$ cat src/carpid_pkg.sv
`timescale 1ns / 1ps
`default_nettype none
package carpid_pkg;

	// sample and gain formats
	localparam int SAMPLE_W   = 16;
	localparam int GAIN_W     = 24;
	localparam int GFB        = 12;
	localparam int LIM_W      = 16;
	localparam int OLIM_W     = 15;
	localparam int DRIVE_W    = 16;
	localparam int ESUM_W     = 18;

	// serial multiplier: gain consumed one digit per cycle
	localparam int DIGIT_W    = 4;
	localparam int DIGITS     = GAIN_W / DIGIT_W;
	localparam int CNT_W      = $clog2(DIGITS);

	// accumulator holds the inner loop sum at 2*GFB fraction bits
	localparam int ACC_W      = 70;
	localparam int MAG_W      = ACC_W - 2 * GFB;

	// configuration port
	localparam int CFG_IDX_W  = 3;
	localparam int CFG_DATA_W = 24;

	typedef logic signed [ACC_W-1:0]    acc_t;
	typedef logic signed [SAMPLE_W:0]   diff_t;
	typedef logic signed [ESUM_W-1:0]   esum_t;

	typedef struct packed {
		logic load;
		logic clear_acc;
	} mac_ctrl_t;

	typedef enum logic [2:0] {
		ST_IDLE,
		ST_LOAD,
		ST_MUL,
		ST_NEG,
		ST_SAT
	} state_t;

	typedef enum logic [2:0] {
		OP_KP,
		OP_KI,
		OP_KD,
		OP_IKP,
		OP_IKD
	} op_t;

	typedef enum logic [CFG_IDX_W-1:0] {
		REG_OUTER_KP       = 3'd0,
		REG_OUTER_KI       = 3'd1,
		REG_OUTER_KD       = 3'd2,
		REG_INNER_KP       = 3'd3,
		REG_INNER_KD       = 3'd4,
		REG_INTEGRAL_LIMIT = 3'd5,
		REG_OUTPUT_LIMIT   = 3'd6
	} cfg_reg_t;

endpackage
`default_nettype wire

$ cat src/carpid_mac.sv
`timescale 1ns / 1ps
`default_nettype none
module carpid_mac
	import carpid_pkg::*;
(
	input  wire logic                  clk,
	input  wire logic                  arst_n,
	input  wire mac_ctrl_t             ctrl,
	input  wire acc_t                  mcand_in,
	input  wire logic [GAIN_W-1:0]     gain_in,
	output acc_t                       acc,
	output logic                       last
);

	acc_t                     mcand_q;
	acc_t                     acc_q;
	logic [GAIN_W-1:0]        gain_q;
	logic [CNT_W-1:0]         cnt_q;
	logic                     busy_q;
	logic signed [DIGIT_W:0]  digit;
	logic signed [ACC_W+DIGIT_W:0] prod;

	// partial product of the current gain digit
	assign digit = $signed({1'b0, gain_q[DIGIT_W-1:0]});
	assign prod  = (ACC_W+DIGIT_W+1)'(mcand_q) * (ACC_W+DIGIT_W+1)'(digit);

	assign acc  = acc_q;
	assign last = busy_q && (cnt_q == CNT_W'(DIGITS - 1));

	// digit counter and busy flag
	always_ff @(posedge clk or negedge arst_n) begin
		if (!arst_n) begin
			busy_q <= 1'b0;
			cnt_q  <= '0;
		end else if (ctrl.load) begin
			busy_q <= 1'b1;
			cnt_q  <= '0;
		end else if (busy_q) begin
			cnt_q <= cnt_q + CNT_W'(1);
			if (last)
				busy_q <= 1'b0;
		end
	end

	// multiplicand shifts up, gain shifts down, one digit a cycle
	always_ff @(posedge clk) begin
		if (ctrl.load) begin
			mcand_q <= mcand_in;
			gain_q  <= gain_in;
			if (ctrl.clear_acc)
				acc_q <= '0;
		end else if (busy_q) begin
			acc_q   <= acc_q + prod[ACC_W-1:0];
			mcand_q <= mcand_q <<< DIGIT_W;
			gain_q  <= gain_q >> DIGIT_W;
		end
	end

endmodule
`default_nettype wire

$ cat src/cascade_angle_rate_pid.sv
// Cascaded angle/rate controller with one shared digit-serial multiplier.
// Each item runs five 24-bit gain products in turn, each a load step
// followed by six 4-bit gain digits, then sign and clamp steps. A new
// item is taken only when idle, once the previous result is loaded out.
// arst_n (async, active low) restores the default gains and limits and
// clears the integral, the previous angle and rate, and the output valid flag.
`timescale 1ns / 1ps
`default_nettype none
module cascade_angle_rate_pid
	import carpid_pkg::*;
(
	input  wire logic                  clk,
	input  wire logic                  arst_n,
	// target_angle [15:0], gyro_rate [31:16], measured_angle [47:32]
	input  wire logic [3*SAMPLE_W-1:0] s_axis_tdata,
	input  wire logic                  s_axis_tvalid,
	output logic                       s_axis_tready,
	// drive [15:0]
	output logic [DRIVE_W-1:0]         m_axis_tdata,
	output logic                       m_axis_tvalid,
	input  wire logic                  m_axis_tready,
	input  wire logic                  cfg_we,
	input  wire logic [CFG_IDX_W-1:0]  cfg_index,
	input  wire logic [CFG_DATA_W-1:0] cfg_data
);

	state_t                    state_q, state_d;
	op_t                       op_q, op_d;
	logic [GAIN_W-1:0]         okp_q, oki_q, okd_q, ikp_q, ikd_q;
	logic [LIM_W-1:0]          ilim_q;
	logic [OLIM_W-1:0]         olim_q;
	esum_t                     esum_q;
	logic signed [SAMPLE_W-1:0] prev_angle_q, prev_rate_q, gyro_q;
	diff_t                     err_q, dang_q, drate_q;
	logic [MAG_W-1:0]          mag_q;
	logic                      neg_q;
	logic                      out_valid_q;
	logic [DRIVE_W-1:0]        out_drive_q;

	logic signed [SAMPLE_W-1:0] in_target, in_gyro, in_angle;
	diff_t                     err, dang, drate;
	logic signed [ESUM_W:0]    esum_raw, lim_s;
	esum_t                     esum_new;
	logic                      accept, out_load;
	mac_ctrl_t                 mac_ctrl;
	acc_t                      mac_mcand, mac_acc, gyro_term, acc_abs;
	logic [GAIN_W-1:0]         mac_gain;
	logic                      mac_last;
	logic                      over;
	logic [OLIM_W-1:0]         mag_sat;
	logic [DRIVE_W-1:0]        drive_val;

	assign in_target = s_axis_tdata[SAMPLE_W-1:0];
	assign in_gyro   = s_axis_tdata[2*SAMPLE_W-1:SAMPLE_W];
	assign in_angle  = s_axis_tdata[3*SAMPLE_W-1:2*SAMPLE_W];

	assign accept        = s_axis_tvalid && s_axis_tready;
	assign m_axis_tvalid = out_valid_q;
	assign m_axis_tdata  = out_drive_q;

	// differences and clamped integral of the new sample
	assign err      = diff_t'(in_angle) - diff_t'(in_target);
	assign dang     = diff_t'(in_angle) - diff_t'(prev_angle_q);
	assign drate    = diff_t'(in_gyro) - diff_t'(prev_rate_q);
	assign esum_raw = (ESUM_W+1)'(esum_q) + (ESUM_W+1)'(err);
	assign lim_s    = $signed({{(ESUM_W+1-LIM_W){1'b0}}, ilim_q});

	always_comb begin
		if (esum_raw > lim_s)
			esum_new = ESUM_W'(lim_s);
		else if (esum_raw < -lim_s)
			esum_new = ESUM_W'(-lim_s);
		else
			esum_new = ESUM_W'(esum_raw);
	end

	// 3.5 * gyro at GFB fraction bits: (8 - 1) * 2^(GFB-1)
	assign gyro_term = (acc_t'(gyro_q) <<< (GFB + 2)) - (acc_t'(gyro_q) <<< (GFB - 1));

	// magnitude of the final sum and clamp to the output limit
	assign acc_abs   = mac_acc[ACC_W-1] ? -mac_acc : mac_acc;
	assign over      = (|mag_q[MAG_W-1:OLIM_W]) || (mag_q[OLIM_W-1:0] > olim_q);
	assign mag_sat   = over ? olim_q : mag_q[OLIM_W-1:0];
	assign drive_val = neg_q ? -DRIVE_W'(mag_sat) : DRIVE_W'(mag_sat);

	// operand select for the next product
	always_comb begin
		mac_mcand = '0;
		mac_gain  = '0;
		case (op_q)
			OP_KP: begin
				mac_mcand = acc_t'(err_q);
				mac_gain  = okp_q;
			end
			OP_KI: begin
				mac_mcand = acc_t'(esum_q);
				mac_gain  = oki_q;
			end
			OP_KD: begin
				mac_mcand = acc_t'(dang_q);
				mac_gain  = okd_q;
			end
			OP_IKP: begin
				mac_mcand = mac_acc + gyro_term;
				mac_gain  = ikp_q;
			end
			OP_IKD: begin
				mac_mcand = acc_t'(drate_q) <<< GFB;
				mac_gain  = ikd_q;
			end
			default: begin
				mac_mcand = '0;
				mac_gain  = '0;
			end
		endcase
	end

	// sequencer next state and strobes
	always_comb begin
		state_d            = state_q;
		op_d               = op_q;
		s_axis_tready      = 1'b0;
		mac_ctrl.load      = 1'b0;
		mac_ctrl.clear_acc = 1'b0;
		out_load           = 1'b0;
		case (state_q)
			ST_IDLE: begin
				s_axis_tready = 1'b1;
				if (s_axis_tvalid) begin
					op_d    = OP_KP;
					state_d = ST_LOAD;
				end
			end
			ST_LOAD: begin
				mac_ctrl.load      = 1'b1;
				mac_ctrl.clear_acc = (op_q == OP_KP) || (op_q == OP_IKP);
				state_d            = ST_MUL;
			end
			ST_MUL: begin
				if (mac_last) begin
					case (op_q)
						OP_KP:   op_d = OP_KI;
						OP_KI:   op_d = OP_KD;
						OP_KD:   op_d = OP_IKP;
						OP_IKP:  op_d = OP_IKD;
						default: op_d = OP_KP;
					endcase
					state_d = (op_q == OP_IKD) ? ST_NEG : ST_LOAD;
				end
			end
			ST_NEG: begin
				state_d = ST_SAT;
			end
			ST_SAT: begin
				if (!out_valid_q || m_axis_tready) begin
					out_load = 1'b1;
					state_d  = ST_IDLE;
				end
			end
			default: begin
				state_d = ST_IDLE;
			end
		endcase
	end

	always_ff @(posedge clk or negedge arst_n) begin
		if (!arst_n) begin
			state_q <= ST_IDLE;
			op_q    <= OP_KP;
		end else begin
			state_q <= state_d;
			op_q    <= op_d;
		end
	end

	// configuration registers
	always_ff @(posedge clk or negedge arst_n) begin
		if (!arst_n) begin
			okp_q  <= GAIN_W'(1228800);
			oki_q  <= GAIN_W'(819);
			okd_q  <= GAIN_W'(1638400);
			ikp_q  <= GAIN_W'(40960);
			ikd_q  <= GAIN_W'(24576);
			ilim_q <= LIM_W'(1000);
			olim_q <= OLIM_W'(28000);
		end else if (cfg_we) begin
			case (cfg_index)
				REG_OUTER_KP:       okp_q  <= cfg_data[GAIN_W-1:0];
				REG_OUTER_KI:       oki_q  <= cfg_data[GAIN_W-1:0];
				REG_OUTER_KD:       okd_q  <= cfg_data[GAIN_W-1:0];
				REG_INNER_KP:       ikp_q  <= cfg_data[GAIN_W-1:0];
				REG_INNER_KD:       ikd_q  <= cfg_data[GAIN_W-1:0];
				REG_INTEGRAL_LIMIT: ilim_q <= cfg_data[LIM_W-1:0];
				REG_OUTPUT_LIMIT:   olim_q <= cfg_data[OLIM_W-1:0];
				default: ;
			endcase
		end
	end

	// loop state carried between items
	always_ff @(posedge clk or negedge arst_n) begin
		if (!arst_n) begin
			esum_q       <= '0;
			prev_angle_q <= '0;
			prev_rate_q  <= '0;
		end else if (accept) begin
			esum_q       <= esum_new;
			prev_angle_q <= in_angle;
			prev_rate_q  <= in_gyro;
		end
	end

	// per-item operands and final magnitude
	always_ff @(posedge clk) begin
		if (accept) begin
			err_q   <= err;
			dang_q  <= dang;
			drate_q <= drate;
			gyro_q  <= in_gyro;
		end
		if (state_q == ST_NEG) begin
			mag_q <= acc_abs[ACC_W-1:2*GFB];
			neg_q <= mac_acc[ACC_W-1];
		end
	end

	// output slot
	always_ff @(posedge clk or negedge arst_n) begin
		if (!arst_n)
			out_valid_q <= 1'b0;
		else if (out_load)
			out_valid_q <= 1'b1;
		else if (m_axis_tready)
			out_valid_q <= 1'b0;
	end

	always_ff @(posedge clk) begin
		if (out_load)
			out_drive_q <= drive_val;
	end

	carpid_mac u_mac (
		.clk      (clk),
		.arst_n   (arst_n),
		.ctrl     (mac_ctrl),
		.mcand_in (mac_mcand),
		.gain_in  (mac_gain),
		.acc      (mac_acc),
		.last     (mac_last)
	);

endmodule
`default_nettype wire

$ cat config.mk
export PLATFORM = sky130hd
export DESIGN_NAME = cascade_angle_rate_pid
export DESIGN_NICKNAME = d
export VERILOG_FILES = /design/src/carpid_pkg.sv /design/src/carpid_mac.sv /design/src/cascade_angle_rate_pid.sv
export SDC_FILE = /design/constraint.sdc
export NUM_CORES = 2
export LEC_CHECK = 0
export BUFFER_PORTS_ARGS = -buffer_cell sky130_fd_sc_hd__buf_4
export CAP_MARGIN = 15
export CORE_MARGIN = 2
export CORE_UTILIZATION = 50
export DETAILED_ROUTE_END_ITERATION = 8
export PLACE_DENSITY = 0.7
export SYNTH_ARGS = -nofsm -noshare
export SYNTH_HDL_FRONTEND = slang
export SYNTH_SLANG_ARGS = --single-unit
$ cat constraint.sdc
create_clock -name clk -period 19.7 [get_ports clk]
set_input_delay 3.94 -clock clk [delete_from_list [all_inputs] [get_ports clk]]
set_output_delay 3.94 -clock clk [all_outputs]
set_load 0.02 [all_outputs]
==> results.tsv <==
metric	value	unit
grt_start_max_net_pins	102	
r2r_setup_slack	12.79	ns
post-route-util	0.5527	
count_of_unresolved_drc_violations_after_routing	0	
grt_pass1_vias	32820	
track_usage	0.2556	
layout-drive-gt1-share	0.1099	
detailedPlacementHpwl	84890	µm
timing.clock.skew	0.04157	ns
count_of_flip_flops_with_a_built_in_enable_after_synthesis	294	
gp_congestion	0.9655	
multi_input_area	26150	µm²
final_max_slew_viol_count	0	
area_growth	9.226	%
report.final.setup_viol	0	
global_route_wire_length_before_repair	181200	µm
die-height	297.8	µm
timing.max_slew.rel_slack	0.2225	
clock_tree.buffer_depth	3	
clock-sinks	506	
yosys_warnings	0	
postSynth.topFlopCell	sky130_fd_sc_hd__edfxtp_1	
final_antenna_net_count	0	
rsz0062_at_grt	no	
routed_wire_length_per_instance	19.91	µm
worst_setup_path_end_kind	register	
critPathArrivalTime	10.66	ns
hp-class	register to register	
final.hold.worst_slack	0.5000	ns
min_period	10.10	ns
worstSetupPathType	input pin to register	
crit_slowest_cell	sky130_fd_sc_hd__a2111oi_0	
nNetsFinal	5180	
route.vias.total	32618	
cts_hold_buffers	0	
synth.distinct_cells	90	
ioPinCount	98	
setup.worst_path.start_class	input pin	
detail_route.vias_per_cell	5.719	
syn_nets	5158	
number_of_clock_buffers_inserted_by_tritoncts	61	
ant_diodes	0	
clock_tree_from_tritoncts	done	
detailedRoute.firstPassIterationCount	6	
cap_viol_max_count	0	
synth-seq-area-share	0.3284	
setup_tns	0	ns
grt_overflow	0	
cts-resized-gates	0	
portBuffers	97	
worstPathMaxFanout	29	
clkLatencyLatePin	0.68	ns
ctsHtreeMaxLevel	2	
fmaxAchievable	0.09904	GHz
postSynthRegisterBits	506	
post-cts-setup-buffers	0	
synth-async-reset-ratio	0.4190	
timing.final.hold_violations	0	
cts.root.buffer_cell	sky130_fd_sc_hd__clkbuf_16	
syn_area	43150	µm²
cp_slowest_stage_delay	0.42	ns
min_period_over_period	0.5125	
filler_cell_count	7518	
crit_required	20.26	ns
die_area	88670	µm²
floorplan.initialDensity	0.5060	
die_width	297.8	µm
outcome	complete, no violations	
total_instance_count_after_detailed_placement	5587	
path_clk_slew	0.06	ns
sequential_cell_area	14170	µm²
grt_antenna_before_repair	1	
drt_iter0_drc	2442	
postSynthCellCount	4484	
core-area	85280	µm²
rows	107	
synthesis.area_per_instance	9.624	µm²
wirelength	113500	µm
layout.cells.non_filler	5703	
timing_worst_slew_pin_value	1.166	ns
cell type report:
class,instances,area share
flip-flops and latches,506,0.3007
clock inverters,37,0.01011
clock buffers,79,0.03504
well taps,1144,0.03037
multi-input cells,3207,0.5549
inverters,597,0.04760
repair buffers,133,0.02132
sequential cells by signal, indices dropped and copies added (netlist names), 3 cells and up:
name	count
gyro_q	16
m_axis_tdata	16
state_q	3
drate_q	17
okd_q	24
u_mac.acc	70
u_mac.mcand_q	70
u_mac.cnt_q	3
ikd_q	24
prev_angle_q	16
ilim_q	16
dang_q	17
u_mac.gain_q	24
mag_q	46
okp_q	24
err_q	17
olim_q	15
esum_q	18
oki_q	24
prev_rate_q	16
op_q	3
ikp_q	24
kinds of logic (layout without fill, tap and decap cells):
| family | Yosys count | count (layout) | share of synthesized area |
|---|---|---|---|
| XOR/XNOR | 257 | 257 | 0.05216 |
| AO/OA/AOI/OAI | 968 | 968 | 0.1460 |
| AND/OR/NAND/NOR | 1164 | 1164 | 0.1357 |
| multiplexers | 224 | 224 | 0.06014 |
| buffers and inverters | 771 | 846 | 0.06733 |
| adder cells (fa/ha/maj) | 594 | 594 | 0.2103 |
| flip-flops | 506 | 506 | 0.3284 |
cells in the mapped netlist (40+ instances only):
cell,count,area share
sky130_fd_sc_hd__a21oi_1,239,0.028
sky130_fd_sc_hd__nor2_1,282,0.025
sky130_fd_sc_hd__and2_1,281,0.041
sky130_fd_sc_hd__a22oi_1,47,0.0082
sky130_fd_sc_hd__dfrtp_1,182,0.11
sky130_fd_sc_hd__nor2b_1,40,0.0058
sky130_fd_sc_hd__a21o_1,82,0.014
sky130_fd_sc_hd__fa_1,219,0.10
sky130_fd_sc_hd__mux2_2,181,0.047
sky130_fd_sc_hd__nand2_1,247,0.021
sky130_fd_sc_hd__edfxtp_1,294,0.20
sky130_fd_sc_hd__nor3_1,62,0.0072
sky130_fd_sc_hd__o21ai_0,174,0.020
sky130_fd_sc_hd__o21ai_1,72,0.0084
sky130_fd_sc_hd__xor2_1,72,0.015
sky130_fd_sc_hd__inv_1,596,0.052
sky130_fd_sc_hd__clkbuf_1,163,0.014
sky130_fd_sc_hd__o21bai_1,41,0.0071
sky130_fd_sc_hd__nand3_1,66,0.0077
sky130_fd_sc_hd__ha_1,375,0.11
sky130_fd_sc_hd__xnor2_1,185,0.038
layer usage:
metal,up-vias,part of all wire,global-route usage
li1,15524,-,-
met1,16036,0.44,0.3474
met2,863,0.47,0.4296
met3,195,0.051,0.02494
met4,0,0.034,0.08411
met5,-,0,0
placed cells by master, fill, tap and decap left out, drive strengths merged, types with 18 or more instances in the layout:
| cell | count |
|---|---|
| a22oi | 47 |
| and3 | 27 |
| xor2 | 72 |
| nand4 | 38 |
| a221oi | 21 |
| o22ai | 25 |
| fa | 219 |
| and2 | 281 |
| edfxtp | 294 |
| o21bai | 41 |
| o21a | 31 |
| a21o | 82 |
| a31oi | 22 |
| nand3 | 66 |
| dfrtp | 182 |
| nand2 | 247 |
| ha | 375 |
| o21ai | 247 |
| nor2b | 40 |
| nor2 | 282 |
| xnor2 | 185 |
| nand2b | 34 |
| clkbuf | 80 |
| nor3 | 62 |
| mux2i | 32 |
| dfstp | 30 |
| a22o | 34 |
| buf | 132 |
| o31ai | 18 |
| a21oi | 239 |
| a211oi | 21 |
| nor4 | 39 |
| inv | 606 |
| mux2 | 182 |
worst max-delay path: cells and delay by family:
kind / cells / cell delay (ns)
AND/OR/NAND/NOR: 6 / 0.66
AO/OA/AOI/OAI: 17 / 3.86
buffers and inverters: 5 / 0.58
adder cells (fa/ha/maj): 4 / 1.11
multiplexers: 2 / 0.48
worst paths after layout:
kind                                            from                           to  depth (start not counted)
min                            ikp_q[21]$_DFFE_PN0P_        ikp_q[21]$_DFFE_PN0P_                          1
max in group asynchronous                     arst_n   prev_rate_q[8]$_DFFE_PN0P_                          2
min in group asynchronous                     arst_n         okd_q[3]$_DFFE_PN0P_                          1
min reg2reg                    ikp_q[21]$_DFFE_PN0P_        ikp_q[21]$_DFFE_PN0P_                          1
max reg2reg                u_mac.gain_q[2]$_DFFE_PP_  u_mac.acc[66]$_SDFFCE_PP0P_                         19
max                                 s_axis_tdata[32]        esum_q[7]$_DFFE_PN0P_                         34
metrics by stage:
stage	instance area, µm²	setup WS [ns]
floorplan	43150	9.953
global placement	45010	9.093
detailed placement	45010	8.980
CTS	47130	9.659
global route	47130	8.896
finish	47130	9.604
Power is left out: the tool's default activity adds up to more than one toggle a clock period on the data nets, which glitch-free logic cannot reach.
